==> config.mk <==
export PLATFORM = sky130hd
export DESIGN_NAME = dtrs_queue
export DESIGN_NICKNAME = d
export VERILOG_FILES = /design/src/rtl/dtrs_queue.sv
export SDC_FILE = /design/constraint.sdc
export NUM_CORES = 1
export LEC_CHECK = 0
export BUFFER_PORTS_ARGS = -buffer_cell sky130_fd_sc_hd__buf_2
export CAP_MARGIN = 20
export CORE_ASPECT_RATIO = 1.75
export CORE_MARGIN = 5
export CORE_UTILIZATION = 35
export CTS_BUF_LIST = sky130_fd_sc_hd__clkbuf_4
export DETAILED_ROUTE_END_ITERATION = 10
export PLACE_DENSITY_LB_ADDON = 0.3
export SYNTH_ARGS = -nofsm -noshare
export SYNTH_HDL_FRONTEND = slang
export SYNTH_SLANG_ARGS = --single-unit
==> constraint.sdc <==
create_clock -name clk -period 2.2 [get_ports clk]
set_clock_uncertainty 0.15 [all_clocks]
set_input_delay 0.66 -clock clk [delete_from_list [all_inputs] [get_ports clk]]
set_output_delay 0.66 -clock clk [all_outputs]
set_load 0.01 [all_outputs]
==> src/rtl/dtrs_queue.sv <==
// dtrs_queue: small register fifo with fill level
// no package dependencies; used for the front/back queue and the result queue

module dtrs_queue #(
  parameter int unsigned WIDTH = 8,
  parameter int unsigned DEPTH = 4
) (
  input  logic                           clk,
  input  logic                           rst_n,
  input  logic                           push,
  input  logic [WIDTH-1:0]               wr_data,
  input  logic                           pop,
  output logic [WIDTH-1:0]               rd_data,
  output logic                           empty,
  output logic                           full,
  output logic [$clog2(DEPTH+1)-1:0]     level
);

  localparam int PtrW = (DEPTH > 1) ? $clog2(DEPTH) : 1;
  localparam int LvlW = $clog2(DEPTH + 1);

  logic [WIDTH-1:0] mem [DEPTH];
  logic [PtrW-1:0]  wr_ptr_r, wr_ptr_nxt;
  logic [PtrW-1:0]  rd_ptr_r, rd_ptr_nxt;
  logic [LvlW-1:0]  level_r, level_nxt;
  logic             do_push, do_pop;

  assign empty   = (level_r == '0);
  assign full    = (level_r == LvlW'(DEPTH));
  assign level   = level_r;
  assign do_push = push && !full;
  assign do_pop  = pop && !empty;
  assign rd_data = mem[rd_ptr_r];

  // pointer and level update
  always_comb begin
    wr_ptr_nxt = wr_ptr_r;
    rd_ptr_nxt = rd_ptr_r;
    level_nxt  = level_r;
    if (do_push) begin
      wr_ptr_nxt = (wr_ptr_r == PtrW'(DEPTH - 1)) ? '0 : wr_ptr_r + 1'b1;
    end
    if (do_pop) begin
      rd_ptr_nxt = (rd_ptr_r == PtrW'(DEPTH - 1)) ? '0 : rd_ptr_r + 1'b1;
    end
    case ({do_push, do_pop})
      2'b10:   level_nxt = level_r + 1'b1;
      2'b01:   level_nxt = level_r - 1'b1;
      default: level_nxt = level_r;
    endcase
  end

  always_ff @(posedge clk) begin
    if (!rst_n) begin
      wr_ptr_r <= '0;
      rd_ptr_r <= '0;
      level_r  <= '0;
    end else begin
      wr_ptr_r <= wr_ptr_nxt;
      rd_ptr_r <= rd_ptr_nxt;
      level_r  <= level_nxt;
    end
  end

  // storage
  always_ff @(posedge clk) begin
    if (do_push) begin
      mem[wr_ptr_r] <= wr_data;
    end
  end

endmodule

# Yosys cells after proc, flatten, opt, wreduce, memory -nomap -nowiden
# Memory sizes are Yosys's and may differ from the RTL's. A register that Yosys moved wholly into a read port is not among the register bits.
# Cells that the tools add are included.
[totals]
output_inout_bits = 13
n_memories = 1
input_bits = 12
word_cells = 26
reg_bits = 7
ramBits = 32
[classes]
n_reduce_logical = 6
mux = 7
n_addsub = 4
eq_ne = 5
[memory_table]
columns = ["name", "words", "word_bits", "rd", "rd_ports_with_merged_regs", "write_ports", "line_no", "rtl"]
rows = [
  ["mem", 4, 8, 1, 1, 1, "22", "logic [WIDTH-1:0] mem [DEPTH];"],
]
[ops]
columns = ["cell", "count"]
rows = [
  ["$mux 2", 4],
  ["$eq 2x2->1 const B", 3],
  ["$pmux 3 s2", 1],
  ["$add 2x1->2 const B", 2],
  ["$add 3x1->3 const B", 1],
  ["$eq 3x3->1 const B", 1],
  ["$logic_not 3->1", 1],
  ["$sub 3x1->3 const B", 1],
  ["$eq 2x1->1 const B", 1],
  ["$logic_and 1x1->1", 2],
  ["$logic_not 1->1", 2],
  ["$mux 1", 2],
  ["$reduce_bool 2->1", 1],
]

# Longest topological paths before layout
[depth]
word_depth = 5
mapped_depth = 10
depth_no_buf = 9

# Least setup slack after synthesis
# OpenSTA, ideal clock, no wires.
[synth_path]
kind = "input port to flip-flop"
start = "input push"
end = "register level_r[2], in the netlist level[2]"
t_required_ns = 1.974
path_buffers = 1
path_slack_ns = -0.151
path_stages = 9
setup_time_ns = 0.076
arrival_time_ns = 2.126
cell_sequence = "nor2b_1 -> buf_2 -> inv_1 -> ha_1 -> inv_1 -> fa_1 -> xor2_1 -> or3_1 -> a21boi_0"
[synth_via]
elab_chain_len = 3
elab_cells_between_ends = 5
classes_between = "2 x eq/ne; 1 x mux; 2 x reduce/logical"
[synth_rtl]
columns = ["item", "line_no", "rtl"]
rows = [
  ["from (decl)", "10", "input logic push,"],
  ["$logic_and 1x1->1 *", "31", "assign do_push = push && !full;"],
  ["$eq 2x1->1 / $eq 2x2->1 (equally long branches)", "46", "case ({do_push, do_pop})"],
  ["$pmux 3 s2 / $reduce_bool 2->1 (equally long branches)", "n/a", ""],
  ["to (signal assigned)", "61", "level_r <= level_nxt;"],
  ["to (decl)", "25", "logic [LvlW-1:0] level_r, level_nxt;"],
]
# Mark *: on every way between the ends. The rest lies on a longest branch, timed or not.
# A chain may end at the register's enable or synchronous reset.

==> flow_summary.json <==
{
  "status": "complete, but fails checks",
  "violations": "setup timing",
  "hp-class": "flip-flop to flip-flop",
  "clock_latency_ns": 0.35,
  "port_buffers": 24,
  "syn_area_mm2": 0.00164,
  "report.final.setup_viol": 8,
  "power_mw": 2.34,
  "post-cts-setup-buffers": 0,
  "setup_ws_ns": -0.0950,
  "rsz0062_at_grt": "yes",
  "p_leak_nw": 0.769,
  "grt_max_degree": 15,
  "cts_root_buffer": "clkbuf_4",
  "vias": 895,
  "required_ns": 1.39,
  "synth_cells": 98,
  "cts_buffers": 5,
  "synth.avg_cell_area_um2": 16.8,
  "area_growth_pct": 25.9,
  "peakVddDrop_mv": 0.697,
  "fin_nets": 152,
  "drt-initial-drc-count": 12,
  "max_cap_viol_count": 0,
  "cts_tree": "done",
  "final_cell_mix": "32 x edfxtp_1, 18 x buf_2, 8 x mux4_2, 7 x nand2_1, 7 x buf_4",
  "clk_path_buf_depth": 2,
  "fill_cells": 435,
  "synth_seq_cells": 41,
  "final_util_pct": 44.8,
  "tns_ns": -0.716,
  "wl_per_cell_um": 15.4,
  "drive_gt1_share_pct": 44.8,
  "hpwlAfterDp_mm": 2.07,
  "crit_type": "flip-flop to primary output",
  "synth_top_cell_area_share_pct": 58.4,
  "ys_types": 22,
  "grt_pass1_vias": 1024,
  "min_period_ns": 2.30,
  "drc": 0,
  "path_clk_slew_ns": 0.12,
  "start_util_pct": 35.6,
  "first_pass_iters": 4,
  "power_density_mw_per_mm2": 1130,
  "mostFrequentLayoutCell": "edfxtp_1",
  "grt_pass1_wl_mm": 4.71,
  "vias_per_cell": 4.81,
  "critPathLaunchType": "flip-flop",
  "fp-row-count": 33,
  "core-area_mm2": 0.00462,
  "place_congestion": 0.742,
  "yosys_warnings": 0,
  "ant_nets": 0,
  "die_area_mm2": 0.00622,
  "placed_cells": 178,
  "holdBufCountCts": 0,
  "finalNonFillerCells": 186,
  "ys_seq_area_share_pct": 69.4,
  "cp-end-kind": "primary output",
  "wl_mm": 2.86,
  "max_freq_mhz": 436,
  "final_hold_viol_count": 0,
  "numClockSinks": 41,
  "relSlewSlack_pct": 78.4,
  "diodes": 0,
  "min_delay_path_depth": 2,
  "hold_ws_ns": 0.362,
  "die_w_um": 61.8,
  "synthesis.nets": 117,
  "synth_top_cell_by_area": "edfxtp_1",
  "rr_worst_depth": 9,
  "num_io_pins": 25,
  "cp_max_fo": 8,
  "htreeDepth": 2,
  "worstMarginPinSlew_ns": 0.322,
  "grt_overflow": 0,
  "track_usage_pct": 10.6,
  "synthTopCellsByArea": "edfxtp_1 58%, dfxtp_1 11%, mux4_2 11%, ha_1 4.6%, and2_1 2.3%",
  "die_height_um": 101,
  "antenna_found_initial": 0,
  "cp.arrival_ns": 1.49,
  "maxSlewViolCount": 0,
  "min_period_over_period_pct": 104
}
-- cell type report --
class | instances | area (um^2) | share of cell area [%]
Clock inverter | 3 | 68.8 | 3.33
Inverter | 7 | 26.3 | 1.27
Tap cell | 52 | 65.1 | 3.14
Timing Repair Buffer | 32 | 230 | 11.1
Clock buffer | 5 | 37.5 | 1.81
Sequential cell | 41 | 1150 | 55.8
Multi-Input combinational cell | 46 | 487 | 23.5
-- path summary, 6_finish.rpt --
kind | end | from | slack (ns)
worst max-delay path | rd_data[0] | flip-flop | -0.1
worst min-delay path | wr_ptr_r[1] | wr_ptr_r[1] | 0.36
worst min register to register | wr_ptr_r[1] | wr_ptr_r[1] | 0.36
worst max register to register | level[2] | level[0] | 0.13
-- per-stage QoR --
| step | cell area (um^2) | worst slack [ns] |
|---|---|---|
| floorplan | 1670 | -0.0391 |
| global placement | 1910 | -0.0133 |
| detailed placement | 1910 | -0.101 |
| CTS | 2020 | -0.133 |
| global route | 2070 | -0.159 |
| finish | 2070 | -0.0950 |
-- worst max-delay path, cell delays in order (launching register included) --
cell and delay, ns:
dfxtp_2 0.36, buf_12 0.14, mux4_2 0.51, buf_6 0.14
-- report_power, final --
group | internal, mW | total, mW | switching, mW
clock network | 0.358 | 0.602 | 0.245
registers | 0.957 | 1.03 | 0.0776
logic | 0.399 | 0.706 | 0.307
total | 1.71 | 2.34 | 0.630
-- flip-flops by register name, summed over array words and instances, names as in the netlist, named ones only --
name and count:
wr_ptr_r 2, rd_ptr_r 2, level 3, mem 32
-- cell families (layout without fill, tap and decap cells) --
family	Yosys count	after routing	share of synthesized area [%]
buffers and inverters	11	47	2.66
AO/OA/AOI/OAI	6	6	2.13
AND/OR/NAND/NOR	21	21	6.77
adder cells (fa/ha/maj)	7	7	5.78
flip-flops	41	41	69.4
XOR/XNOR	2	2	1.07
multiplexers	10	10	12.2
-- cells in the mapped netlist --
cell type  count
a21boi_0       1
and2_1         6
buf_2          2
clkbuf_1       2
dfxtp_1        9
edfxtp_1      32
fa_1           1
ha_1           6
inv_1          7
mux2i_1        2
mux4_2         8
nand2_1        7
nand3_1        2
nor2_1         2
nor2b_1        1
nor3_1         1
nor3b_2        1
o21ai_0        4
o31ai_1        1
or3_1          1
xnor2_1        1
xor2_1         1
-- what timing repair did --
item,in CTS,in global routing
setup endpoints to repair,8,9
gates resized for setup,3,13
pin swaps,0,1
hold endpoints to repair,0,0
-- metal layers --
| metal | GRT usage, % | vias up | routed length [um] |
|---|---|---|---|
| li1 | - | 429 | - |
| met1 | 10.1 | 432 | 953 |
| met2 | 19.2 | 27 | 1660 |
| met3 | 3.21 | 7 | 175 |
| met4 | 5.39 | 0 | 73 |
| met5 | 0 | - | 0 |
Note: power is estimated with default switching activity, not from simulation.
