## config.mk

```make
export PLATFORM = sky130hd
export DESIGN_NAME = dtrs_back
export DESIGN_NICKNAME = d
export VERILOG_FILES = /design/src/rtl/dtrs_pkg.sv /design/src/rtl/dtrs_back.sv
export SDC_FILE = /design/constraint.sdc
export NUM_CORES = 2
export LEC_CHECK = 0
export ABC_AREA = 1
export CAP_MARGIN = 25
export CORE_MARGIN = 1
export CORE_UTILIZATION = 43
export CTS_CLUSTER_SIZE = 10
export DETAILED_ROUTE_END_ITERATION = 12
export DONT_BUFFER_PORTS = 1
export PLACE_DENSITY = 0.68
export SYNTH_ARGS = -nofsm -noshare
export SYNTH_HDL_FRONTEND = slang
export SYNTH_SLANG_ARGS = --single-unit
```

## constraint.sdc

```tcl
create_clock -name clk -period 22.3 [get_ports clk]
set_input_delay 4.46 -clock clk [delete_from_list [all_inputs] [get_ports clk]]
set_output_delay 4.46 -clock clk [all_outputs]
set_load 0.02 [all_outputs]
```

## src/rtl/dtrs_pkg.sv

```systemverilog
// dtrs_pkg: shared types and constants of the ranging statistics unit
// no dependencies; used by every module in rtl/ except dtrs_queue

package dtrs_pkg;

  // event codes on the input channel
  typedef enum logic [1:0] {
    OP_POLL  = 2'd0,
    OP_RESP  = 2'd1,
    OP_FINAL = 2'd2,
    OP_CLEAR = 2'd3
  } op_t;

  // status codes on the result channel
  typedef enum logic [1:0] {
    ST_STORED   = 2'd0,
    ST_ACCEPTED = 2'd1,
    ST_REJECTED = 2'd2,
    ST_CLEARED  = 2'd3
  } st_t;

  // configuration register indexes
  typedef enum logic [1:0] {
    CFG_SCALE = 2'd0,
    CFG_MAXD  = 2'd1
  } cfg_idx_t;

  localparam int OP_W        = 2;
  localparam int CFG_IDX_W   = 2;
  localparam int CFG_DATA_W  = 32;
  localparam int SCALE_W     = 24;
  localparam int MAXD_W      = 32;
  localparam int FLIGHT_O_W  = 39;
  localparam int DIST_W      = 32;
  localparam int SUM_W       = 64;
  localparam int SPLIT_W     = 24;
  localparam int FRAC_W      = 16;

  localparam logic [SCALE_W-1:0] SCALE_RESET = 24'd307692;
  localparam logic [MAXD_W-1:0]  MAXD_RESET  = 32'd200000;

  // queue depths between the parts
  localparam int MID_DEPTH = 4;
  localparam int OUT_DEPTH = 8;
  localparam int OUT_LVL_W = $clog2(OUT_DEPTH + 1);

  // one result transaction
  typedef struct packed {
    st_t                    status;
    logic [FLIGHT_O_W-1:0]  flight;
    logic [DIST_W-1:0]      dist_mm;
    logic [DIST_W-1:0]      count;
    logic [SUM_W-1:0]       sum;
    logic [DIST_W-1:0]      min_d;
    logic [DIST_W-1:0]      max_d;
    logic [DIST_W-1:0]      rej;
  } res_t;

endpackage

```

## src/rtl/dtrs_back.sv

```systemverilog
// dtrs_back: flight time, scaling to millimetres, limit check and statistics
// depends on dtrs_pkg; reads the front/back queue, writes the result queue

module dtrs_back #(
  parameter int STAMP_BITS = 40
) (
  input  logic                                   clk,
  input  logic                                   rst_n,
  input  logic                                   q_empty,
  input  logic [dtrs_pkg::OP_W+4*STAMP_BITS-1:0] q_data,
  output logic                                   q_pop,
  input  logic [dtrs_pkg::OUT_LVL_W-1:0]         out_level,
  input  logic [dtrs_pkg::SCALE_W-1:0]           scale,
  input  logic [dtrs_pkg::MAXD_W-1:0]            max_dist,
  output logic                                   res_push,
  output dtrs_pkg::res_t                         res
);

  localparam int FlightW = STAMP_BITS - 1;
  localparam int HiW     = FlightW - dtrs_pkg::SPLIT_W;
  localparam int PloW    = dtrs_pkg::SPLIT_W + dtrs_pkg::SCALE_W;
  localparam int PhiW    = HiW + dtrs_pkg::SCALE_W;
  localparam int ProdW   = FlightW + dtrs_pkg::SCALE_W + 1;
  localparam int DistW   = ProdW - dtrs_pkg::FRAC_W;
  localparam int CreditW = dtrs_pkg::OUT_LVL_W + 1;

  // pipeline valid bits
  logic                  s1_v_r, s2_v_r, s3_v_r;

  // queue entry fields
  dtrs_pkg::op_t         q_op;
  logic [STAMP_BITS-1:0] tag_round, anc_reply, anc_round, tag_reply;
  logic [STAMP_BITS-1:0] tag_rt, anc_rt;
  logic [STAMP_BITS:0]   rt_sum;
  logic [FlightW-1:0]    flight_nxt;

  assign q_op = dtrs_pkg::op_t'(q_data[dtrs_pkg::OP_W+4*STAMP_BITS-1 -: dtrs_pkg::OP_W]);
  assign {tag_round, anc_reply, anc_round, tag_reply} = q_data[4*STAMP_BITS-1:0];

  // issue only with room reserved in the result queue
  logic [CreditW-1:0] credit_used;
  assign credit_used = CreditW'(out_level) + CreditW'(s1_v_r) + CreditW'(s2_v_r)
                     + CreditW'(s3_v_r);
  assign q_pop = !q_empty && (credit_used < CreditW'(dtrs_pkg::OUT_DEPTH));

  // stage 1: time of flight
  assign tag_rt     = tag_round - anc_reply;
  assign anc_rt     = anc_round - tag_reply;
  assign rt_sum     = {1'b0, tag_rt} + {1'b0, anc_rt};
  assign flight_nxt = (q_op == dtrs_pkg::OP_FINAL) ? rt_sum[STAMP_BITS:2] : '0;

  dtrs_pkg::op_t      s1_op_r, s2_op_r, s3_op_r;
  logic [FlightW-1:0] s1_flight_r, s2_flight_r, s3_flight_r;
  logic [PloW-1:0]    s2_plo_r;
  logic [PhiW-1:0]    s2_phi_r;
  logic [DistW-1:0]   s3_dist_r;
  logic [ProdW-1:0]   prod;

  // stage 3 sum: split product plus rounding half
  assign prod = ProdW'(s2_plo_r) + (ProdW'(s2_phi_r) << dtrs_pkg::SPLIT_W)
              + (ProdW'(1) << (dtrs_pkg::FRAC_W - 1));

  always_ff @(posedge clk) begin
    if (!rst_n) begin
      s1_v_r <= 1'b0;
      s2_v_r <= 1'b0;
      s3_v_r <= 1'b0;
    end else begin
      s1_v_r <= q_pop;
      s2_v_r <= s1_v_r;
      s3_v_r <= s2_v_r;
    end
  end

  // pipeline payload
  always_ff @(posedge clk) begin
    s1_op_r     <= q_op;
    s1_flight_r <= flight_nxt;
    s2_op_r     <= s1_op_r;
    s2_flight_r <= s1_flight_r;
    s2_plo_r    <= s1_flight_r[dtrs_pkg::SPLIT_W-1:0] * scale;
    s2_phi_r    <= s1_flight_r[FlightW-1:dtrs_pkg::SPLIT_W] * scale;
    s3_op_r     <= s2_op_r;
    s3_flight_r <= s2_flight_r;
    s3_dist_r   <= prod[ProdW-1:dtrs_pkg::FRAC_W];
  end

  // statistics
  logic [dtrs_pkg::DIST_W-1:0] cnt_r, cnt_nxt;
  logic [dtrs_pkg::SUM_W-1:0]  sum_r, sum_nxt;
  logic [dtrs_pkg::DIST_W-1:0] min_r, min_nxt;
  logic [dtrs_pkg::DIST_W-1:0] max_r, max_nxt;
  logic [dtrs_pkg::DIST_W-1:0] rej_r, rej_nxt;
  logic [dtrs_pkg::DIST_W-1:0] dist_sat, dist_lo;
  logic                        too_far;
  dtrs_pkg::st_t               status;

  assign too_far  = s3_dist_r > DistW'(max_dist);
  assign dist_lo  = s3_dist_r[dtrs_pkg::DIST_W-1:0];
  assign dist_sat = (|s3_dist_r[DistW-1:dtrs_pkg::DIST_W]) ? '1 : dist_lo;

  always_comb begin
    cnt_nxt = cnt_r;
    sum_nxt = sum_r;
    min_nxt = min_r;
    max_nxt = max_r;
    rej_nxt = rej_r;
    status  = dtrs_pkg::ST_STORED;
    unique case (s3_op_r)
      dtrs_pkg::OP_FINAL: begin
        if (too_far) begin
          rej_nxt = rej_r + 1'b1;
          status  = dtrs_pkg::ST_REJECTED;
        end else begin
          cnt_nxt = cnt_r + 1'b1;
          sum_nxt = sum_r + dtrs_pkg::SUM_W'(dist_lo);
          if (dist_lo < min_r) min_nxt = dist_lo;
          if (dist_lo > max_r) max_nxt = dist_lo;
          status  = dtrs_pkg::ST_ACCEPTED;
        end
      end
      dtrs_pkg::OP_CLEAR: begin
        cnt_nxt = '0;
        sum_nxt = '0;
        min_nxt = '1;
        max_nxt = '0;
        rej_nxt = '0;
        status  = dtrs_pkg::ST_CLEARED;
      end
      default: ;
    endcase
  end

  always_ff @(posedge clk) begin
    if (!rst_n) begin
      cnt_r <= '0;
      sum_r <= '0;
      min_r <= '1;
      max_r <= '0;
      rej_r <= '0;
    end else if (s3_v_r) begin
      cnt_r <= cnt_nxt;
      sum_r <= sum_nxt;
      min_r <= min_nxt;
      max_r <= max_nxt;
      rej_r <= rej_nxt;
    end
  end

  // result transaction, statistics after the event
  assign res_push     = s3_v_r;
  assign res.status   = status;
  assign res.flight   = dtrs_pkg::FLIGHT_O_W'(s3_flight_r);
  assign res.dist_mm  = dist_sat;
  assign res.count    = cnt_nxt;
  assign res.sum      = sum_nxt;
  assign res.min_d    = min_nxt;
  assign res.max_d    = max_nxt;
  assign res.rej      = rej_nxt;

endmodule

```

# Word-level counts from Yosys, hierarchy flattened
# Index checks and enable logic that the tools add are counted.
[totals]
reg_bits = 453
in_bits = 225
output_inout_bits = 267
elab_cells = 55
[op_classes]
add_sub_neg = 11
multipliers = 2
order_cmp = 4
eq_ne = 3
muxes = 15
reduce_logical = 3
[ops]
columns = ["op", "n"]
rows = [
  ["case mux 32 bit (2 select lines)", 4],
  ["2-to-1 mux 32 bit", 7],
  ["case mux 64 bit (2 select lines)", 1],
  ["subtractor 40 bit", 2],
  ["adder 32 x 1 -> 32 bit, second input constant", 2],
  ["adder 48 x 63 -> 64 bit", 1],
  ["adder 64 x 16 -> 64 bit, second input constant", 1],
  ["adder 64 x 32 -> 64 bit", 1],
  ["2-to-1 mux 64 bit", 1],
  ["greater-than comparator 48 x 32 -> 1 bit", 1],
  ["multiplier 24 x 24 -> 48 bit", 1],
  ["adder 40 x 40 -> 41 bit", 1],
  ["multiplier 15 x 24 -> 39 bit", 1],
  ["greater-than comparator 32 bit", 1],
  ["less-than comparator 32 bit", 1],
  ["OR reduction 16 bit", 1],
  ["adder 5 x 1 -> 5 bit", 2],
  ["equality test 2 bit, second input constant", 3],
  ["adder 4 x 1 -> 5 bit", 1],
  ["less-than comparator 5 x 4 -> 1 bit, second input constant", 1],
  ["case mux 2 bit (2 select lines)", 1],
  ["2-to-1 mux 2 bit", 1],
  ["logical AND 1 bit", 1],
  ["logical NOT 1 bit", 1],
]

# Depth between registers and ports, before layout
[logic_depth]
word_depth = 5
depth_mapped = 30
mapped_depth_nobuf = 29

# Least setup slack after synthesis
# No wires, ideal clock.
[synth_path]
path_kind = "input -> output"
startpoint = "input max_dist[31] (netlist bit)"
endpoint = "output res[0] (netlist bit)"
arrival_ns = 6.305
t_required_ns = 17.840
slack_ns = 11.535
path_stages = 11
path_buffers = 0
path_cell_list = "inv_1 -> ha_1 -> nand2_1 -> nor2_2 -> nand4_1 -> nor2_1 -> nand3_1 -> a21boi_2 -> nand2_1 -> nand2_1 -> o21ai_0"
[synth_lines]
columns = ["item", "line_no", "source"]
rows = [
  ["start, declared", "dtrs_back.sv:14", "input logic [dtrs_pkg::MAXD_W-1:0] max_dist,"],
  ["end, declared", "dtrs_back.sv:16", "output dtrs_pkg::res_t res"],
]

==> flow_metrics.env <==
export IMPL_htree_levels=2
export IMPL_final_cell_mix="nand2_1 (2,574), inv_1 (2,261), fa_1 (769), a21oi_1 (598), ha_1 (545)"
export IMPL_synthCells=9552
export IMPL_cp_required_ns=17.84
export IMPL_fin_tns_setup_ns=0
export IMPL_grt_pass1_vias=61700
export IMPL_power_internal_uw=4510
export IMPL_ys_flop_type="dfxtp_1"
export IMPL_place_congestion=1.02
export IMPL_synth_edff_count=0
export IMPL_crit_type="primary input to output pin"
export IMPL_min_period_over_period=0.590
export IMPL_io_buffers=0
export IMPL_clock_path_buffers=3
export IMPL_finalHoldViolCount=0
export IMPL_critPathLaunchType="primary input"
export IMPL_cp_max_fo=124
export IMPL_dieArea_um2=152000
export IMPL_relSlewSlack=0.244
export IMPL_min_from="s2_flight_r[0]"
export IMPL_place_hpwl_mm=183
export IMPL_gr_total_overflow=0
export IMPL_maxCapViolCount=0
export IMPL_yosysWarnings=0
export IMPL_postSynthAreaPerCell_um2=6.79
export IMPL_seqPwrFrac=0.117
export IMPL_drt_wirelength_per_cell_um=20.5
export IMPL_antenna_left=0
export IMPL_ys_types=52
export IMPL_worstReg2RegStart="s1_flight_r[8]"
export IMPL_fill_cells=15300
export IMPL_rsz0062_at_grt="no"
export IMPL_die_w_um=390
export IMPL_clock_sinks=438
export IMPL_clock_fmax_mhz=76.1
export IMPL_post_cts_setup_buffer_count=0
export IMPL_cts_root_buffer="clkbuf_16"
export IMPL_drtPass1Iterations=7
export IMPL_p_sw_frac=0.581
export IMPL_place_ws_ns=9.07
export IMPL_ys_ff_latch=438
export IMPL_cts_tree="yes"
export IMPL_peakVddDrop_v=0.000278
export IMPL_fin_nets=10900
export IMPL_io_pins=492
export IMPL_die_h_um=390
export IMPL_hold_path_class="flip-flop to flip-flop"
export IMPL_drcViolationCount=0
export IMPL_grt_max_degree=125
export IMPL_power_density_nw_per_um2=157
export IMPL_fin_ws_ns=9.15
export IMPL_numCtsBuffers=57
export IMPL_vias=61100
export IMPL_netlist_area_um2=64900
export IMPL_power_frac_comb=0.800
export IMPL_clock_power_share=0.083
export IMPL_end_kind="output pin"
export IMPL_core_area_um2=150000
export IMPL_holdBufCountCts=0
export IMPL_multiInputGateArea_um2=46300
export IMPL_track_usage=0.304
export IMPL_insertion_delay_ns=0.73
export IMPL_crit_arrival_ns=8.69
export IMPL_syn2layout_area_growth_pct=5.65
export IMPL_clock_skew_ns=0.119
export IMPL_drt_iter0_drc=4969
export IMPL_synth_nets=11100
export IMPL_cts_resized=0
export IMPL_worst_pin_slew_ns=1.12
export IMPL_grt_antenna_before_repair=1
export IMPL_status="completed"
export IMPL_power_switching_uw=6240
export IMPL_start_util=0.433
export IMPL_routed_wl_mm=234
export IMPL_vias_per_cell=5.36
export IMPL_setup_violations=0
export IMPL_final_common_cell="nand2_1"
export IMPL_cp_startpoint="max_dist[23]"
export IMPL_ff_latch_area_um2=8780
export IMPL_min_period_ns=13.15
export IMPL_grt_pass1_wl_mm=357
export IMPL_cts_clk_slew_worst_paths_ns=0.07
export IMPL_power_leakage_uw=0.0377
export IMPL_layout_drive_gt1_share=0.0219
export IMPL_ys_seq_area_frac=0.135
export IMPL_drv_slew=0
export IMPL_rows=142
export IMPL_synthArstFlopShare=0
==> critical path: stages <==
cell and delay [ns]:
inv_1 0.02, ha_1 0.28, nand2_1 0.07, nor2_1 0.55, nand4_1 0.22, nor2_1 0.14
nand3_1 0.23, nand2_8 0.66, buf_4 0.63, nand3_2 0.81, nand2_1 0.29, nand3_1 0.28
==> path summary, 6_finish.rpt <==
path | to | depth (start not counted) | slack [ns]
setup / recovery | res[69] | 12 | 9.15
hold / removal | s3_flight_r[0] | 0 | 0.31
setup reg to reg | s2_plo_r[46] | 25 | 15.04
hold reg to reg | s3_flight_r[0] | 0 | 0.31
==> layer usage <==
metal  GRT usage  wire, um
met2       0.508    108000
met5           0         0
met1       0.365     89500
met3      0.0611     22500
met4       0.162     14600
==> Yosys cell counts, types with 3 or more instances <==
| library cell | n | area, um2 |
|---|---|---|
| nand3_1 | 302 | 1510 |
| nand3b_1 | 7 | 52.6 |
| o221ai_1 | 6 | 52.6 |
| buf_4 | 9 | 67.6 |
| o21a_1 | 34 | 255 |
| o21ai_2 | 20 | 175 |
| nand2_1 | 2576 | 9670 |
| xor2_1 | 216 | 1890 |
| a31oi_1 | 44 | 275 |
| inv_1 | 2262 | 8490 |
| o21ai_1 | 55 | 275 |
| o211ai_1 | 40 | 300 |
| clkinv_1 | 4 | 15.0 |
| clkbuf_1 | 268 | 1010 |
| o2111ai_1 | 8 | 70.1 |
| nand4_1 | 134 | 838 |
| nor4_1 | 26 | 163 |
| xnor2_1 | 56 | 490 |
| nor3b_1 | 4 | 30.0 |
| nor3_1 | 87 | 435 |
| a21boi_0 | 8 | 60.1 |
| dfxtp_1 | 438 | 8770 |
| a211oi_1 | 7 | 52.6 |
| a21oi_1 | 598 | 2990 |
| o31ai_1 | 7 | 52.6 |
| ha_1 | 545 | 6820 |
| a21o_1 | 31 | 233 |
| nor2_1 | 544 | 2040 |
| o21ai_0 | 330 | 1650 |
| and3_1 | 12 | 75.1 |
| buf_1 | 24 | 90.1 |
| buf_2 | 26 | 130 |
| fa_1 | 769 | 15400 |
| o21bai_1 | 26 | 195 |
| nor2_2 | 3 | 18.8 |
==> kinds of logic (layout without fill, tap and decap cells) <==
| kind of cell | count (synthesis) | count (layout) | synth area share |
|---|---|---|---|
| AND/OR/NAND/NOR | 3706 | 3706 | 0.230 |
| flip-flops | 438 | 438 | 0.135 |
| AO/OA/AOI/OAI | 1225 | 1225 | 0.104 |
| adder cells (fa/ha/maj) | 1314 | 1314 | 0.342 |
| XOR/XNOR | 272 | 272 | 0.0367 |
| buffers and inverters | 2597 | 2437 | 0.152 |
| other | 0 | 2 | 0 |
==> state kept, by name (all words and copies together), names as in the netlist, 33 cells and up <==
signal,cells
s1_flight_r,39
s2_flight_r,39
s2_phi_r,39
s2_plo_r,33
s3_dist_r,48
s3_flight_r,39
sum_r,64
==> power by group through the flow <==
stage / Sequential, uW / Combinational, uW / Clock [uW]
2_1_floorplan: 1160 / 5970 / 0
3_3_place_gp: 1270 / 8490 / 0
3_5_place_dp: 1260 / 8550 / 0
4_1_cts: 1250 / 8610 / 911
5_1_grt: 1260 / 9730 / 937
6_report: 1250 / 8600 / 891
==> metrics by stage <==
stage / hold slack (ns) / area [um2] / instances / total power, uW / util
floorplan: 0.310 / 64900 / 9552 / 7130 / -
global placement: 0.310 / 66600 / 11300 / 9760 / 0.445
detailed placement: 0.312 / 66800 / 11300 / 9810 / 0.446
CTS: 0.318 / 68500 / 11400 / 10800 / 0.457
global route: 0.328 / 68500 / 11400 / 11900 / 0.458
finish: 0.308 / 68500 / 11400 / 10700 / 0.458
==> cell type report <==
| cell class | instances | share of cell area |
|---|---|---|
| Multi-Input combinational cell | 6517 | 0.676 |
| Sequential cell | 438 | 0.128 |
| Inverter | 2268 | 0.124 |
| Tap cell | 2016 | 0.0368 |
| Clock buffer | 79 | 0.0232 |
| Timing Repair Buffer | 77 | 0.00938 |
| Clock inverter | 13 | 0.00237 |
| Antenna cell | 2 | 0.0000730 |
Note: power is estimated with default switching activity, not from simulation.
