$ cat config.mk
export PLATFORM = sky130hd
export DESIGN_NAME = dtrs_front
export DESIGN_NICKNAME = d
export VERILOG_FILES = /design/src/rtl/dtrs_pkg.sv /design/src/rtl/dtrs_front.sv
export SDC_FILE = /design/constraint.sdc
export NUM_CORES = 1
export LEC_CHECK = 0
export BUFFER_PORTS_ARGS = -buffer_cell sky130_fd_sc_hd__buf_4
export CORE_MARGIN = 4
export CORE_UTILIZATION = 45
export DETAILED_ROUTE_END_ITERATION = 16
export PLACE_DENSITY = 0.82
export SYNTH_ARGS = -nofsm -noshare
export SYNTH_HDL_FRONTEND = slang
export SYNTH_SLANG_ARGS = --single-unit
$ cat constraint.sdc
create_clock -name clk -period 8.1 [get_ports clk]
set_input_delay 1.215 -clock clk [delete_from_list [all_inputs] [get_ports clk]]
set_output_delay 1.215 -clock clk [all_outputs]
set_load 0.005 [all_outputs]
$ cat src/rtl/dtrs_pkg.sv
// dtrs_pkg: shared types and constants of the ranging statistics unit
// no dependencies; used by every module in rtl/ except dtrs_queue

package dtrs_pkg;

  // event codes on the input channel
  typedef enum logic [1:0] {
    OP_POLL  = 2'd0,
    OP_RESP  = 2'd1,
    OP_FINAL = 2'd2,
    OP_CLEAR = 2'd3
  } op_t;

  // status codes on the result channel
  typedef enum logic [1:0] {
    ST_STORED   = 2'd0,
    ST_ACCEPTED = 2'd1,
    ST_REJECTED = 2'd2,
    ST_CLEARED  = 2'd3
  } st_t;

  // configuration register indexes
  typedef enum logic [1:0] {
    CFG_SCALE = 2'd0,
    CFG_MAXD  = 2'd1
  } cfg_idx_t;

  localparam int OP_W        = 2;
  localparam int CFG_IDX_W   = 2;
  localparam int CFG_DATA_W  = 32;
  localparam int SCALE_W     = 24;
  localparam int MAXD_W      = 32;
  localparam int FLIGHT_O_W  = 39;
  localparam int DIST_W      = 32;
  localparam int SUM_W       = 64;
  localparam int SPLIT_W     = 24;
  localparam int FRAC_W      = 16;

  localparam logic [SCALE_W-1:0] SCALE_RESET = 24'd307692;
  localparam logic [MAXD_W-1:0]  MAXD_RESET  = 32'd200000;

  // queue depths between the parts
  localparam int MID_DEPTH = 4;
  localparam int OUT_DEPTH = 8;
  localparam int OUT_LVL_W = $clog2(OUT_DEPTH + 1);

  // one result transaction
  typedef struct packed {
    st_t                    status;
    logic [FLIGHT_O_W-1:0]  flight;
    logic [DIST_W-1:0]      dist_mm;
    logic [DIST_W-1:0]      count;
    logic [SUM_W-1:0]       sum;
    logic [DIST_W-1:0]      min_d;
    logic [DIST_W-1:0]      max_d;
    logic [DIST_W-1:0]      rej;
  } res_t;

endpackage

$ cat src/rtl/dtrs_front.sv
// dtrs_front: accepts events, keeps poll/response times, forms timestamp differences
// depends on dtrs_pkg; feeds the front/back queue

module dtrs_front #(
  parameter int STAMP_BITS = 40
) (
  input  logic                                   clk,
  input  logic                                   rst_n,
  input  logic                                   push,
  input  logic                                   q_full,
  input  logic [dtrs_pkg::OP_W-1:0]              operation,
  input  logic [STAMP_BITS-1:0]                  local_time,
  input  logic [STAMP_BITS-1:0]                  tag_poll_sent,
  input  logic [STAMP_BITS-1:0]                  tag_resp_received,
  input  logic [STAMP_BITS-1:0]                  tag_final_sent,
  output logic                                   q_push,
  output logic [dtrs_pkg::OP_W+4*STAMP_BITS-1:0] q_data
);

  logic [STAMP_BITS-1:0] poll_r, poll_nxt;
  logic [STAMP_BITS-1:0] resp_r, resp_nxt;
  logic [STAMP_BITS-1:0] tag_round, anc_reply, anc_round, tag_reply;
  logic                  accept;
  dtrs_pkg::op_t         op;

  assign op     = dtrs_pkg::op_t'(operation);
  assign accept = push && !q_full;
  assign q_push = accept;

  // wrapped differences; the anchor ones use the times stored before this event
  assign tag_round = tag_resp_received - tag_poll_sent;
  assign anc_reply = resp_r - poll_r;
  assign anc_round = local_time - resp_r;
  assign tag_reply = tag_final_sent - tag_resp_received;
  assign q_data    = {operation, tag_round, anc_reply, anc_round, tag_reply};

  // stored frame times
  always_comb begin
    poll_nxt = poll_r;
    resp_nxt = resp_r;
    if (accept) begin
      unique case (op)
        dtrs_pkg::OP_POLL: poll_nxt = local_time;
        dtrs_pkg::OP_RESP: resp_nxt = local_time;
        default: ;
      endcase
    end
  end

  always_ff @(posedge clk) begin
    if (!rst_n) begin
      poll_r <= '0;
      resp_r <= '0;
    end else begin
      poll_r <= poll_nxt;
      resp_r <= resp_nxt;
    end
  end

endmodule

# ---- Word-level counts from Yosys, hierarchy flattened
# Index checks and enable logic that the tools add are counted.
# Widths: inputs -> output; s select.
dict set report word_totals {
  latch_bits 0
  register_bits 80
  wordCells 12
  memories 0
  mem_bits_rw 0
  out_inout_bits 163
  romBits 0
}
dict set report op_classes {
  order_cmp 0
  n_div 0
  eq_ne 1
  n_reduce_logical 5
  add_sub_neg 4
  n_shift 0
  n_mux 0
  bitwise_logic 0
  n_mul 0
}
# op count
set ops {}
lappend ops {{$sub 40x40->40} 4}
lappend ops {{$reduce_and 2->1} 2}
lappend ops {{$eq 2x1->1 const B} 1}
lappend ops {{$logic_not 2->1} 1}
lappend ops {{$logic_and 1x1->1} 1}
lappend ops {{$logic_not 1->1} 1}

# ---- Longest topological paths before layout
# Gate-level depths: netlist of the first run.
dict set report logic_depth {
  depth_word 3
  depth_mapped 13
}

# ---- Worst setup path after synthesis of the first run
# No wires, ideal clock.
dict set report synth_path {
  kind {input to output}
  from {input port tag_resp_received[0]}
  to {output port q_data[156] (netlist bit)}
  n_path_buf 0
  stages 13
  t_required_ns 6.885
  arrival_ns 3.676
  slack_ns 3.209
  path_cell_list {inv_1 ha_1 fa_1 nand2b_1 a21oi_1 o21ai_0 o21a_1 o21a_1 o31a_1 o31ai_1 a21o_1 a21oi_1 xnor2_1}
}
dict set report synth_between {
  elab_chain_cells 1
}
# element line
set synth_lines {}
lappend synth_lines {{start, declared} dtrs_front.sv:14} ;# input logic [STAMP_BITS-1:0] tag_resp_received,
lappend synth_lines {{$sub 40x40->40} dtrs_front.sv:31} ;# assign tag_round = tag_resp_received - tag_poll_sent;
lappend synth_lines {{end, declared} dtrs_front.sv:17} ;# output logic [dtrs_pkg::OP_W+4*STAMP_BITS-1:0] q_data
# No other way between the ends.

# ---- Worst setup path after layout of the first run
dict set report layout_path {
  from {input port tag_resp_received[0]}
  to {output port q_data[32] (netlist bit)}
}
dict set report layout_between {
  elab_chain_cells 1
}
# element line
set layout_lines {}
lappend layout_lines {{$sub 40x40->40} dtrs_front.sv:34} ;# assign tag_reply = tag_final_sent - tag_resp_received;
# No other way between the ends.

==> out/metrics.csv, run 1 <==
stage;metric;value;unit
critical_path;path_class;input pin to output port;
cells_and_area;syn_to_final_growth;25.9;%
critical_path;critical_path_required;6.88;ns
cells_and_area;final_cell_mix;buf_4, nand2_1, inv_1;
clock_tree;cts_made_buffers;9;
yosys;synth_top_cell_by_area;ha_1;
timing;drv_slew;0;
clock_tree;htreeDepth;3;
clock_tree;clockBufferDepth;2;
yosys;synth_edf_count;0;
flow_run;max_cap_viol_count;0;
timing;hold_viol;0;
timing;fin_crit;5.74;ns
power_and_ir_drop;leakage;6.72;nW
yosys;ys_types;63;
placement;dpl.hpwl;33200;microns
clock_tree;cts_tree;yes;
die;core_area;25100;sq um
power_and_ir_drop;ir_drop;100;uV
die;die_area;28100;sq um
die;initial_core_util;45.7;%
clock_tree;cts_resized;0;
clock_tree;path_clk_slew;0.05;ns
global_route;antenna_found_initial;1;
power_and_ir_drop;p_comb_share;59.7;%
timing;period_share;70.9;%
clock_tree;clkSinkCount;80;
placement;gp_congestion;0.975;
placement;place_ws;2.42;ns
route;first_iter_violations;984;
die;ioPinCount;329;
route;num_vias;12700;
yosys;synth_area;11500;sq um
critical_path;crit_family;compound AO/OA/AOI/OAI gates;
clock_tree;clk_latency;0.35;ns
yosys;synth_area_per_cell;6.99;sq um
worst_hold_path;hold_class;flip-flop to flip-flop;
timing;fmax;174;MHz
critical_path;critical-path-max-stage-delay;0.82;ns
global_route;grt_pass1_wl;62200;microns
timing;fin_ws;2.36;ns
route;avgRoutedWirePerCell;17.7;microns
yosys;ys.warnings.count;0;
global_route;track_usage;26.7;%
cells_and_area;stdcell_area;14500;sq um
power_and_ir_drop;power_frac_clock;19.4;%
cells_and_area;antenna_cells;0;
cells_and_area;nNetsFinal;2257;
cells_and_area;layout_commonest_cell;buf_4;
worst_hold_path;min_from;poll_r[13]$_SDFFE_PN0P_;
status;outcome;complete, no violations;
route;drc;0;
critical_path;cp_slowest_cell;a2111oi_0;
cells_and_area;drive_gt1_share;18.6;%
yosys;synth_fp_nets;1967;
global_route;globalRouteOverflowTotal;0;
critical_path;worstPathArrival;4.52;ns
power_and_ir_drop;power_switching;0.000771;W
global_route;grt_max_degree;81;
cells_and_area;fin_util;57.6;%
timing;hold_ws;0.461;ns
global_route;grt_pass1_vias;12000;
critical_path;crit_buf_inv;2;
die;core.rowCount;58;
power_and_ir_drop;seqPwrFrac;20.9;%
yosys;async_flop_share;0;%
cells_and_area;n_fill_cell;2344;
clock_tree;cts_setup_buffers;0;
power_and_ir_drop;power.density;135;nW/um^2
critical_path;cp-start-kind;input pin;
placement;placedInstanceArea;14200;sq um
clock_tree;cts_hold_buf;0;
die;dieWidth;168;microns
yosys;netlist_instances;1641;
critical_path;path_cells;buf_4, ha_1, fa_1, nor2b_1, o31a_1, o21a_1, o211a_1, o31ai_1, a2111oi_0, nor3_1, o21ai_0, a41oi_1, xnor2_1, buf_4;
route;detail_route.wirelength;40000;microns
clock_tree;root_buffer;clkbuf_16;
timing;finalClockSkew;0;ns
timing;final-setup-viol-count;0;
yosys;synthTopCellsByArea;ha_1, dfxtp_1, nand2_1;
timing;worst_slew_pin_slew;0.942;ns
critical_path;crit_top_cell;buf_4;
route;via_per_inst;5.60;
critical_path;rr_startpoint;resp_r[36]$_SDFFE_PN0P_;
critical_path;worstPathMaxFanout;3;
timing;slew_headroom;35.6;%
power_and_ir_drop;switching_share;39.6;%
die;fp.dieH;168;microns
yosys;ys_ff_latch;80;
yosys;yosysTopAreaCellShare;17.0;%
critical_path;end_kind;output port;
placement;portBuffers;328;
route;firstDrtPassIters;5;
yosys;ys.flop_type;dfxtp_1;
power_and_ir_drop;internal-power;0.00118;W
route;postRouteAntennaNets;0;
critical_path;crit_start;tag_resp_received[0];
yosys;ys_seq_area_share;14.0;%
timing;rsz0062_at_grt;no;
timing;setup_tns;0;ns
path summary, 6_finish.rpt:
path / cells after the start / slack (ns) / endpoint
worst min-delay path: 2 / 0.46 / poll_r[13]$_SDFFE_PN0P_
worst min register to register: 2 / 0.46 / poll_r[13]$_SDFFE_PN0P_
worst max register to register: 2 / 7.37 / resp_r[36]$_SDFFE_PN0P_
worst max-delay path: 14 / 2.36 / q_data[32]
sequential cells by signal, indices dropped and copies added, names as in the netlist:
| name | cells |
|---|---|
| poll_r | 40 |
| resp_r | 40 |
tightest hold or removal path, cell delays in order, from the launching register on:
cell and delay (ns):
dfxtp_1 0.30, nand2_1 0.04, a21boi_0 0.06
metal layers:
| metal | wire length, microns | track usage [%] | vias up |
|---|---|---|---|
| li1 | - | - | 6296 |
| met3 | 3290 | 5.62 | 45 |
| met1 | 17200 | 34.4 | 5860 |
| met2 | 18700 | 46.3 | 493 |
| met4 | 708 | 4.98 | 2 |
| met5 | 20 | 0 | - |
metrics by stage:
step           total power (W)  std cells
6_report               0.00195       2266
3_5_place_dp           0.00157       2250
4_1_cts                0.00195       2266
2_1_floorplan          0.00103       1641
3_3_place_gp           0.00156       2250
5_1_grt                0.00207       2266
Yosys cell counts, types with 43 or more instances:
cell type and count:
xnor2_1 98, a21boi_0 88, a21oi_1 136, xor2_1 43, ha_1 156, nand2_1 249, o21ai_0 91, inv_1 185
nor2_1 82, a21o_1 64, clkbuf_1 49, dfxtp_1 80
final cells by class:
| cell class | instances | area, sq um | share of cell area, % |
|---|---|---|---|
| Clock buffer | 10 | 229 | 1.58 |
| Clock inverter | 6 | 46.3 | 0.320 |
| Inverter | 185 | 694 | 4.80 |
| Multi-Input combinational cell | 1325 | 8990 | 62.2 |
| Sequential cell | 80 | 1600 | 11.1 |
| Tap cell | 330 | 413 | 2.86 |
| Timing Repair Buffer | 330 | 2480 | 17.1 |
power groups by stage:
stage | Combinational (W) | Clock, W | Sequential [W]
after CTS | 0.00116 | 0.000383 | 0.000407
final | 0.00116 | 0.000379 | 0.000408
after floorplan | 0.000615 | 0 | 0.000415
after detailed placement | 0.00115 | 0 | 0.000416
after global placement | 0.00114 | 0 | 0.000416
after global routing | 0.00126 | 0.000401 | 0.000408
cell families (layout without fill, tap and decap cells):
family	Yosys count	after routing	share of synthesized area, %
AND/OR/NAND/NOR	490	490	19.1
XOR/XNOR	141	141	10.8
AO/OA/AOI/OAI	534	534	30.7
flip-flops	80	80	14.0
buffers and inverters	236	531	7.78
adder cells (fa/ha/maj)	160	160	17.7
No activity file was read; power rests on OpenSTA's default activity.
==> run 2, diff against run 1 <==
Settings changed: ABC_AREA from default to 1.
Clock period 8.1 ns to 5.18 ns, I/O delays scaled along.
==> run 2 against run 1 <==
  * Clock skew unchanged
  * Register-to-register slack worse by 3.0 ns
  * Synthesized area rose by 31%
  * Critical path depth rose by 1
  * Highest routed layer is now met4
==> out/metrics.csv, run 2 <==
stage;metric;value;unit;change
route;firstDrtPassIters;7;;+2
placement;portBuffers;328;;unchanged
yosys;ys_top_cells_by_count;nand2_1, inv_1, nor2_1, a21oi_1, ha_1;;
cells_and_area;ff_latch_area;1600;sq um;unchanged
timing;rsz0062_at_grt;no;;
global_route;grt_pass1_wl;80800;microns;+30%
yosys;synth_fp_nets;3212;;+63%
clock_tree;path_clk_slew;0.06;ns;about the same
cells_and_area;largestRegisters;poll_r x40, resp_r x40;;
worst_hold_path;hold_class;flip-flop to flip-flop;;
timing;period_share;67.8;%;
die;die_area;36500;sq um;+30%
critical_path;rr_startpoint;resp_r[1]$_SDFFE_PN0P_;;
cells_and_area;syn_to_final_growth;20.7;%;
yosys;async_flop_share;0;%;unchanged
status;outcome;complete, no violations;;
clock_tree;cts_tree;yes;;
flow_run;max_cap_viol_count;0;;unchanged
global_route;globalRouteOverflowTotal;0;;unchanged
yosys;synthTopCellsByArea;nand2_1, inv_1, ha_1;;
power_and_ir_drop;ir_drop;140;uV;+40%
cells_and_area;fin_util;55.4;%;-2.1 points
timing;worst_slew_pin_slew;1.04;ns;+0.0982 ns
clock_tree;cts_made_buffers;9;;unchanged
route;postRouteAntennaNets;0;;unchanged
yosys;ys_seq_area_share;10.6;%;-3.3 points
timing;slew_headroom;30.6;%;-5.0 points
critical_path;path_class;input pin to output port;;
cells_and_area;nNetsFinal;3525;;+56%
critical_path;worstPathMaxFanout;4;;+1
placement;gp_congestion;1.02;;+4.3%
yosys;synth_top_cell_by_area;nand2_1;;
timing;fmax;285;MHz;
yosys;ys.warnings.count;0;;unchanged
timing;final-setup-viol-count;0;;unchanged
clock_tree;cts_setup_buffers;0;;unchanged
cells_and_area;layout_commonest_cell;nand2_1;;
critical_path;rr_endpoint;resp_r[1]$_SDFFE_PN0P_;;
route;first_iter_violations;1145;;+16%
die;fp.dieH;191;microns;+14%
cells_and_area;multi_input_area;10700;sq um;+18%
timing;fin_crit;3.51;ns;
cells_and_area;drive_gt1_share;12.3;%;-6.3 points
route;avgRoutedWirePerCell;14.2;microns;-19%
critical_path;end_kind;output port;;
worst_hold_path;hold_path_depth;2;;unchanged
timing;finalClockSkew;0;ns;unchanged
yosys;ys.flop_type;dfxtp_1;;
cells_and_area;n_fill_cell;3412;;+46%
die;ioPinCount;329;;unchanged
yosys;synth_area_per_cell;5.22;sq um;-25%
yosys;synth_area;15100;sq um;+31%
cells_and_area;antenna_cells;0;;unchanged
yosys;ys_ff_latch;80;;unchanged
critical_path;critical_path_required;4.40;ns;-2.48 ns
clock_tree;clk_latency;0.33;ns;-0.02 ns
power_and_ir_drop;leakage;11.1;nW;+65%
die;dieWidth;191;microns;+14%
die;initial_core_util;45.9;%;+0.23 points
route;num_vias;17900;;+41%
timing;drv_slew;0;;unchanged
yosys;netlist_instances;2886;;+76%
yosys;yosysMostFrequentCell;nand2_1;;
critical_path;crit_start;tag_poll_sent[0];;
cells_and_area;final_cell_count_no_fill;3644;;+61%
critical_path;r2r_setup_slack;4.40;ns;-2.97 ns
clock_tree;cts_hold_buf;0;;unchanged
power_and_ir_drop;power.density;200;nW/um^2;+48%
worst_hold_path;min_from;poll_r[21]$_SDFFE_PN0P_;;
critical_path;worstPathArrival;2.74;ns;-1.78 ns
route;detail_route.wirelength;51800;microns;+30%
placement;dpl.hpwl;45700;microns;+38%
clock_tree;cts_resized;0;;unchanged
timing;hold_viol;0;;unchanged
critical_path;cp-start-kind;input pin;;
die;core_area;32800;sq um;+31%
global_route;antenna_found_initial;0;;-1
clock_tree;htreeDepth;3;;unchanged
global_route;track_usage;27.2;%;+0.50 points
yosys;synth_edf_count;0;;unchanged
die;core.rowCount;66;;+14%
clock_tree;clockBufferDepth;2;;unchanged
route;via_per_inst;4.91;;-12%
cells_and_area;final_cell_mix;nand2_1, inv_1, buf_4;;
clock_tree;root_buffer;clkbuf_16;;
global_route;grt_pass1_vias;16900;;+42%
global_route;grt_max_degree;81;;unchanged
yosys;ys_types;29;;-54%
yosys;yosysTopAreaCellShare;25.6;%;+8.6 points
worst_hold_path;hold_end;poll_r[21]$_SDFFE_PN0P_;;
critical_path;r2r_cells;2;;unchanged
timing;setup_tns;0;ns;unchanged
route;drc;0;;unchanged
clock_tree;clkSinkCount;80;;unchanged
placement;dp.cells;3630;;+61%
run 2: changes by cell type in the layout (fill, tap and decap cells not counted), sizes merged, moves of 26 or more:
| cell | previous run | this run |
|---|---|---|
| nand3 | 33 | 123 |
| o21a | 31 | 0 |
| a21boi | 88 | 0 |
| inv | 185 | 695 |
| xnor2 | 98 | 24 |
| nor3 | 20 | 46 |
| nand2 | 249 | 1039 |
| nor2 | 82 | 239 |
| a21o | 64 | 0 |
| o21ai | 95 | 144 |
| a21oi | 136 | 203 |
run 2: final cells by class:
cell class,instances,share of cell area (%)
Multi-Input combinational cell,2085,58.6
Inverter,695,14.4
Timing Repair Buffer,328,13.5
Sequential cell,80,8.81
Tap cell,442,3.04
Clock buffer,11,1.39
Clock inverter,3,0.234
run 2: worst max path at each step:
stage | endpoint | slack [ns]
after global routing | q_data[144] | 1.49
after floorplan | q_data[72] | 2.18
after detailed placement | q_data[136] | 1.68
after global placement | q_data[136] | 1.74
final | q_data[144] | 1.67
after CTS | q_data[136] | 1.68
run 2: per-stage QoR:
step	hold WS, ns	power, W	setup WS [ns]	area, sq um
after floorplan	0.435	0.00200	2.18	15100
after global placement	0.448	0.00300	1.74	17900
after detailed placement	0.453	0.00301	1.68	17900
after CTS	0.464	0.00363	1.68	18200
after global routing	0.489	0.00393	1.49	18200
final	0.465	0.00363	1.67	18200
run 2: layer usage:
metal | part of all wire [%] | global-route usage, % | vias up
li1 | - | - | 9374
met5 | 0 | 0 | -
met1 | 42 | 32.8 | 7767
met2 | 46 | 48.8 | 630
met4 | 4.9 | 12.3 | 0
met3 | 6.9 | 2.48 | 127
run 2: cells by family after synthesis:
kind of cell / synth area share, %
flops: 10.6
xor+xnor: 5.35
fa+ha+maj: 13.5
compound gates: 12.4
buf+inv: 18.6
simple gates: 39.5
run 2: power by group:
part           total [W]  internal, W  switching, W  leakage (nW)
logic            0.00237     0.000977       0.00139          10.3
registers       0.000649     0.000638     0.0000114         0.650
clock network   0.000616     0.000393      0.000223         0.143
run 2: critical path, stage by stage:
cell     delay (ns)
buf_4          0.11
ha_1           0.22
fa_1           0.42
inv_1          0.11
nand3_1        0.07
nand3_1        0.19
nand2_1        0.08
nand3_1        0.11
nand2_1        0.07
nand2_1        0.20
nand2_1        0.11
nand2_1        0.07
nand2_1        0.05
nand2_1        0.06
buf_4          0.10
==> run 3, diff against run 2 <==
Clock period 5.18 ns to 3 ns, I/O delays scaled along.
==> run 3 against run 2 <==
  * Worst hold slack worse by 0.066 ns
  * Total power is 74% higher
  * Routed wire length up 1.2%
  * Largest power group unchanged
  * Worst setup slack got worse by 1.5 ns
  * Count of clock-buffer cells in the layout up 1
  * Via count decreased by 0.43%
  * Cell count grew 0.27%
  * Sequential cell count is the same
==> out/metrics.csv, run 3 (synthesized netlist as in run 2, its figures left out) <==
stage;metric;value;unit;change
global_route;grt_max_degree;81;;unchanged
die;ioPinCount;329;;unchanged
power_and_ir_drop;leakage;11.1;nW;+0.40%
timing;drv_slew;0;;unchanged
timing;setup_tns;0;ns;unchanged
route;postRouteAntennaNets;0;;unchanged
cells_and_area;drive_gt1_share;12.8;%;+0.46 points
power_and_ir_drop;power_frac_clock;16.9;%;about the same
timing;hold_viol;0;;unchanged
critical_path;worstPathMaxFanout;4;;unchanged
critical_path;end_kind;output port;;
global_route;track_usage;27.6;%;+0.45 points
placement;gp_congestion;1.00;;-1.4%
clock_tree;path_clk_slew;0.06;ns;about the same
placement;portBuffers;328;;unchanged
timing;worst_slew_pin_slew;1.05;ns;+0.0116 ns
power_and_ir_drop;seqPwrFrac;17.8;%;about the same
power_and_ir_drop;switching_share;45.2;%;+0.51 points
timing;final-setup-viol-count;0;;unchanged
cells_and_area;largestRegisters;poll_r x40, resp_r x40;;
die;initial_core_util;45.9;%;unchanged
clock_tree;clkSinkCount;80;;unchanged
cells_and_area;final_cell_mix;nand2_1, inv_1, buf_4;;
route;via_per_inst;4.88;;-0.70%
power_and_ir_drop;power.density;345;nW/um^2;+73%
clock_tree;cts_tree;yes;;
route;firstDrtPassIters;6;;-1
cells_and_area;antenna_cells;0;;unchanged
die;dieWidth;191;microns;unchanged
critical_path;cp-start-kind;flip-flop;;
global_route;antenna_found_initial;0;;unchanged
route;detail_route.wirelength;52500;microns;+1.2%
clock_tree;root_buffer;clkbuf_16;;
power_and_ir_drop;power_switching;0.00285;W;+76%
timing;finalClockSkew;0;ns;unchanged
placement;dpl.hpwl;46300;microns;+1.1%
cells_and_area;layout_commonest_cell;nand2_1;;
die;die_area;36500;sq um;unchanged
status;outcome;complete, no violations;;
clock_tree;clockBufferDepth;2;;unchanged
critical_path;critical_path_required;2.55;ns;-1.85 ns
critical_path;path_class;flip-flop to output port;;
flow_run;max_cap_viol_count;0;;unchanged
timing;period_share;95.0;%;
route;drc;0;;unchanged
worst_hold_path;hold_class;input pin to flip-flop;;
cells_and_area;nNetsFinal;3533;;+0.23%
die;core.rowCount;66;;unchanged
clock_tree;cts_hold_buf;0;;unchanged
die;core_area;32800;sq um;unchanged
power_and_ir_drop;internal-power;0.00345;W;+72%
clock_tree;clk_latency;0.33;ns;about the same
global_route;grt_pass1_vias;17100;;+0.74%
power_and_ir_drop;p_comb_share;65.4;%;+0.2 points
route;avgRoutedWirePerCell;14.4;microns;+0.89%
timing;fin_crit;2.85;ns;
critical_path;worstPathArrival;2.40;ns;-0.34 ns
timing;rsz0062_at_grt;yes;;
cells_and_area;fin_util;55.7;%;+0.27 points
clock_tree;cts_made_buffers;9;;unchanged
cells_and_area;syn_to_final_growth;21.3;%;
global_route;grt_pass1_wl;82000;microns;+1.5%
route;first_iter_violations;1196;;+4.5%
die;fp.dieH;191;microns;unchanged
clock_tree;cts_setup_buffers;0;;unchanged
power_and_ir_drop;ir_drop;224;uV;+60%
clock_tree;htreeDepth;3;;unchanged
timing;slew_headroom;29.8;%;-0.78 points
global_route;globalRouteOverflowTotal;0;;unchanged
timing;fmax;351;MHz;
route;num_vias;17800;;-0.43%
==> run 3: routing by layer <==
metal | wire length (microns) | vias up | share of wire (%) | track usage (%)
li1 | - | 9383 | - | -
met3 | 3790 | 103 | 7.2 | 2.63
met5 | 0 | - | 0 | 0
met2 | 24500 | 604 | 47 | 49.9
met1 | 21900 | 7731 | 42 | 33.7
met4 | 2210 | 0 | 4.2 | 10.9
==> run 3: timing repair <==
item | CTS | global route
gates cloned | 0 | 0
hold endpoints to repair | 0 | 0
setup endpoints to repair | 2 | 7
gates resized for setup | 1 | 8
==> run 3: stage by stage <==
step	power (W)	instance area, sq um	hold WS [ns]	instances	worst slack [ns]
3_5_place_dp	0.00522	17900	0.454	3638	0.161
2_1_floorplan	0.00345	15100	0.435	2886	0.659
6_report	0.00631	18300	0.399	3654	0.149
5_1_grt	0.00682	18300	0.422	3654	-0.0118
3_3_place_gp	0.00520	17900	0.448	3638	0.178
4_1_cts	0.00629	18200	0.390	3654	0.0301
==> run 3: layout make-up <==
class	count	area [sq um]
clock buffers	12	236
multi-input cells	2085	10700
inverters	695	2610
clock inverters	4	55.1
fillers	3484	14500
repair buffers	336	2520
flip-flops and latches	80	1600
well taps	442	553
==> run 3: path summary, 6_finish.rpt <==
kind,startpoint,end,slack [ns],cells past startpoint
hold / removal,local_time[0],poll_r[0]$_SDFFE_PN0P_,0.40,3
setup reg to reg,poll_r[1]$_SDFFE_PN0P_,poll_r[1]$_SDFFE_PN0P_,2.28,2
setup / recovery,poll_r[17]$_SDFFE_PN0P_,q_data[99],0.15,10
hold reg to reg,poll_r[6]$_SDFFE_PN0P_,poll_r[6]$_SDFFE_PN0P_,0.46,2
==> run 3: power groups by stage <==
stage / Clock [W] / Combinational, W / Sequential (W)
floorplan: 0 / 0.00232 / 0.00114
global placement: 0 / 0.00406 / 0.00114
detailed placement: 0 / 0.00408 / 0.00114
CTS: 0.00107 / 0.00410 / 0.00112
global route: 0.00111 / 0.00459 / 0.00112
finish: 0.00106 / 0.00412 / 0.00112
==> run 3: critical path: stages (launching register included) <==
cell and delay [ns]:
dfxtp_1 0.31, inv_1 0.06, ha_1 0.39, nand2_1 0.14, nor2_1 0.20, nand2_1 0.12, nor2_1 0.11, nand2_1 0.07
nand3_2 0.14, xor2_1 0.33, buf_4 0.18
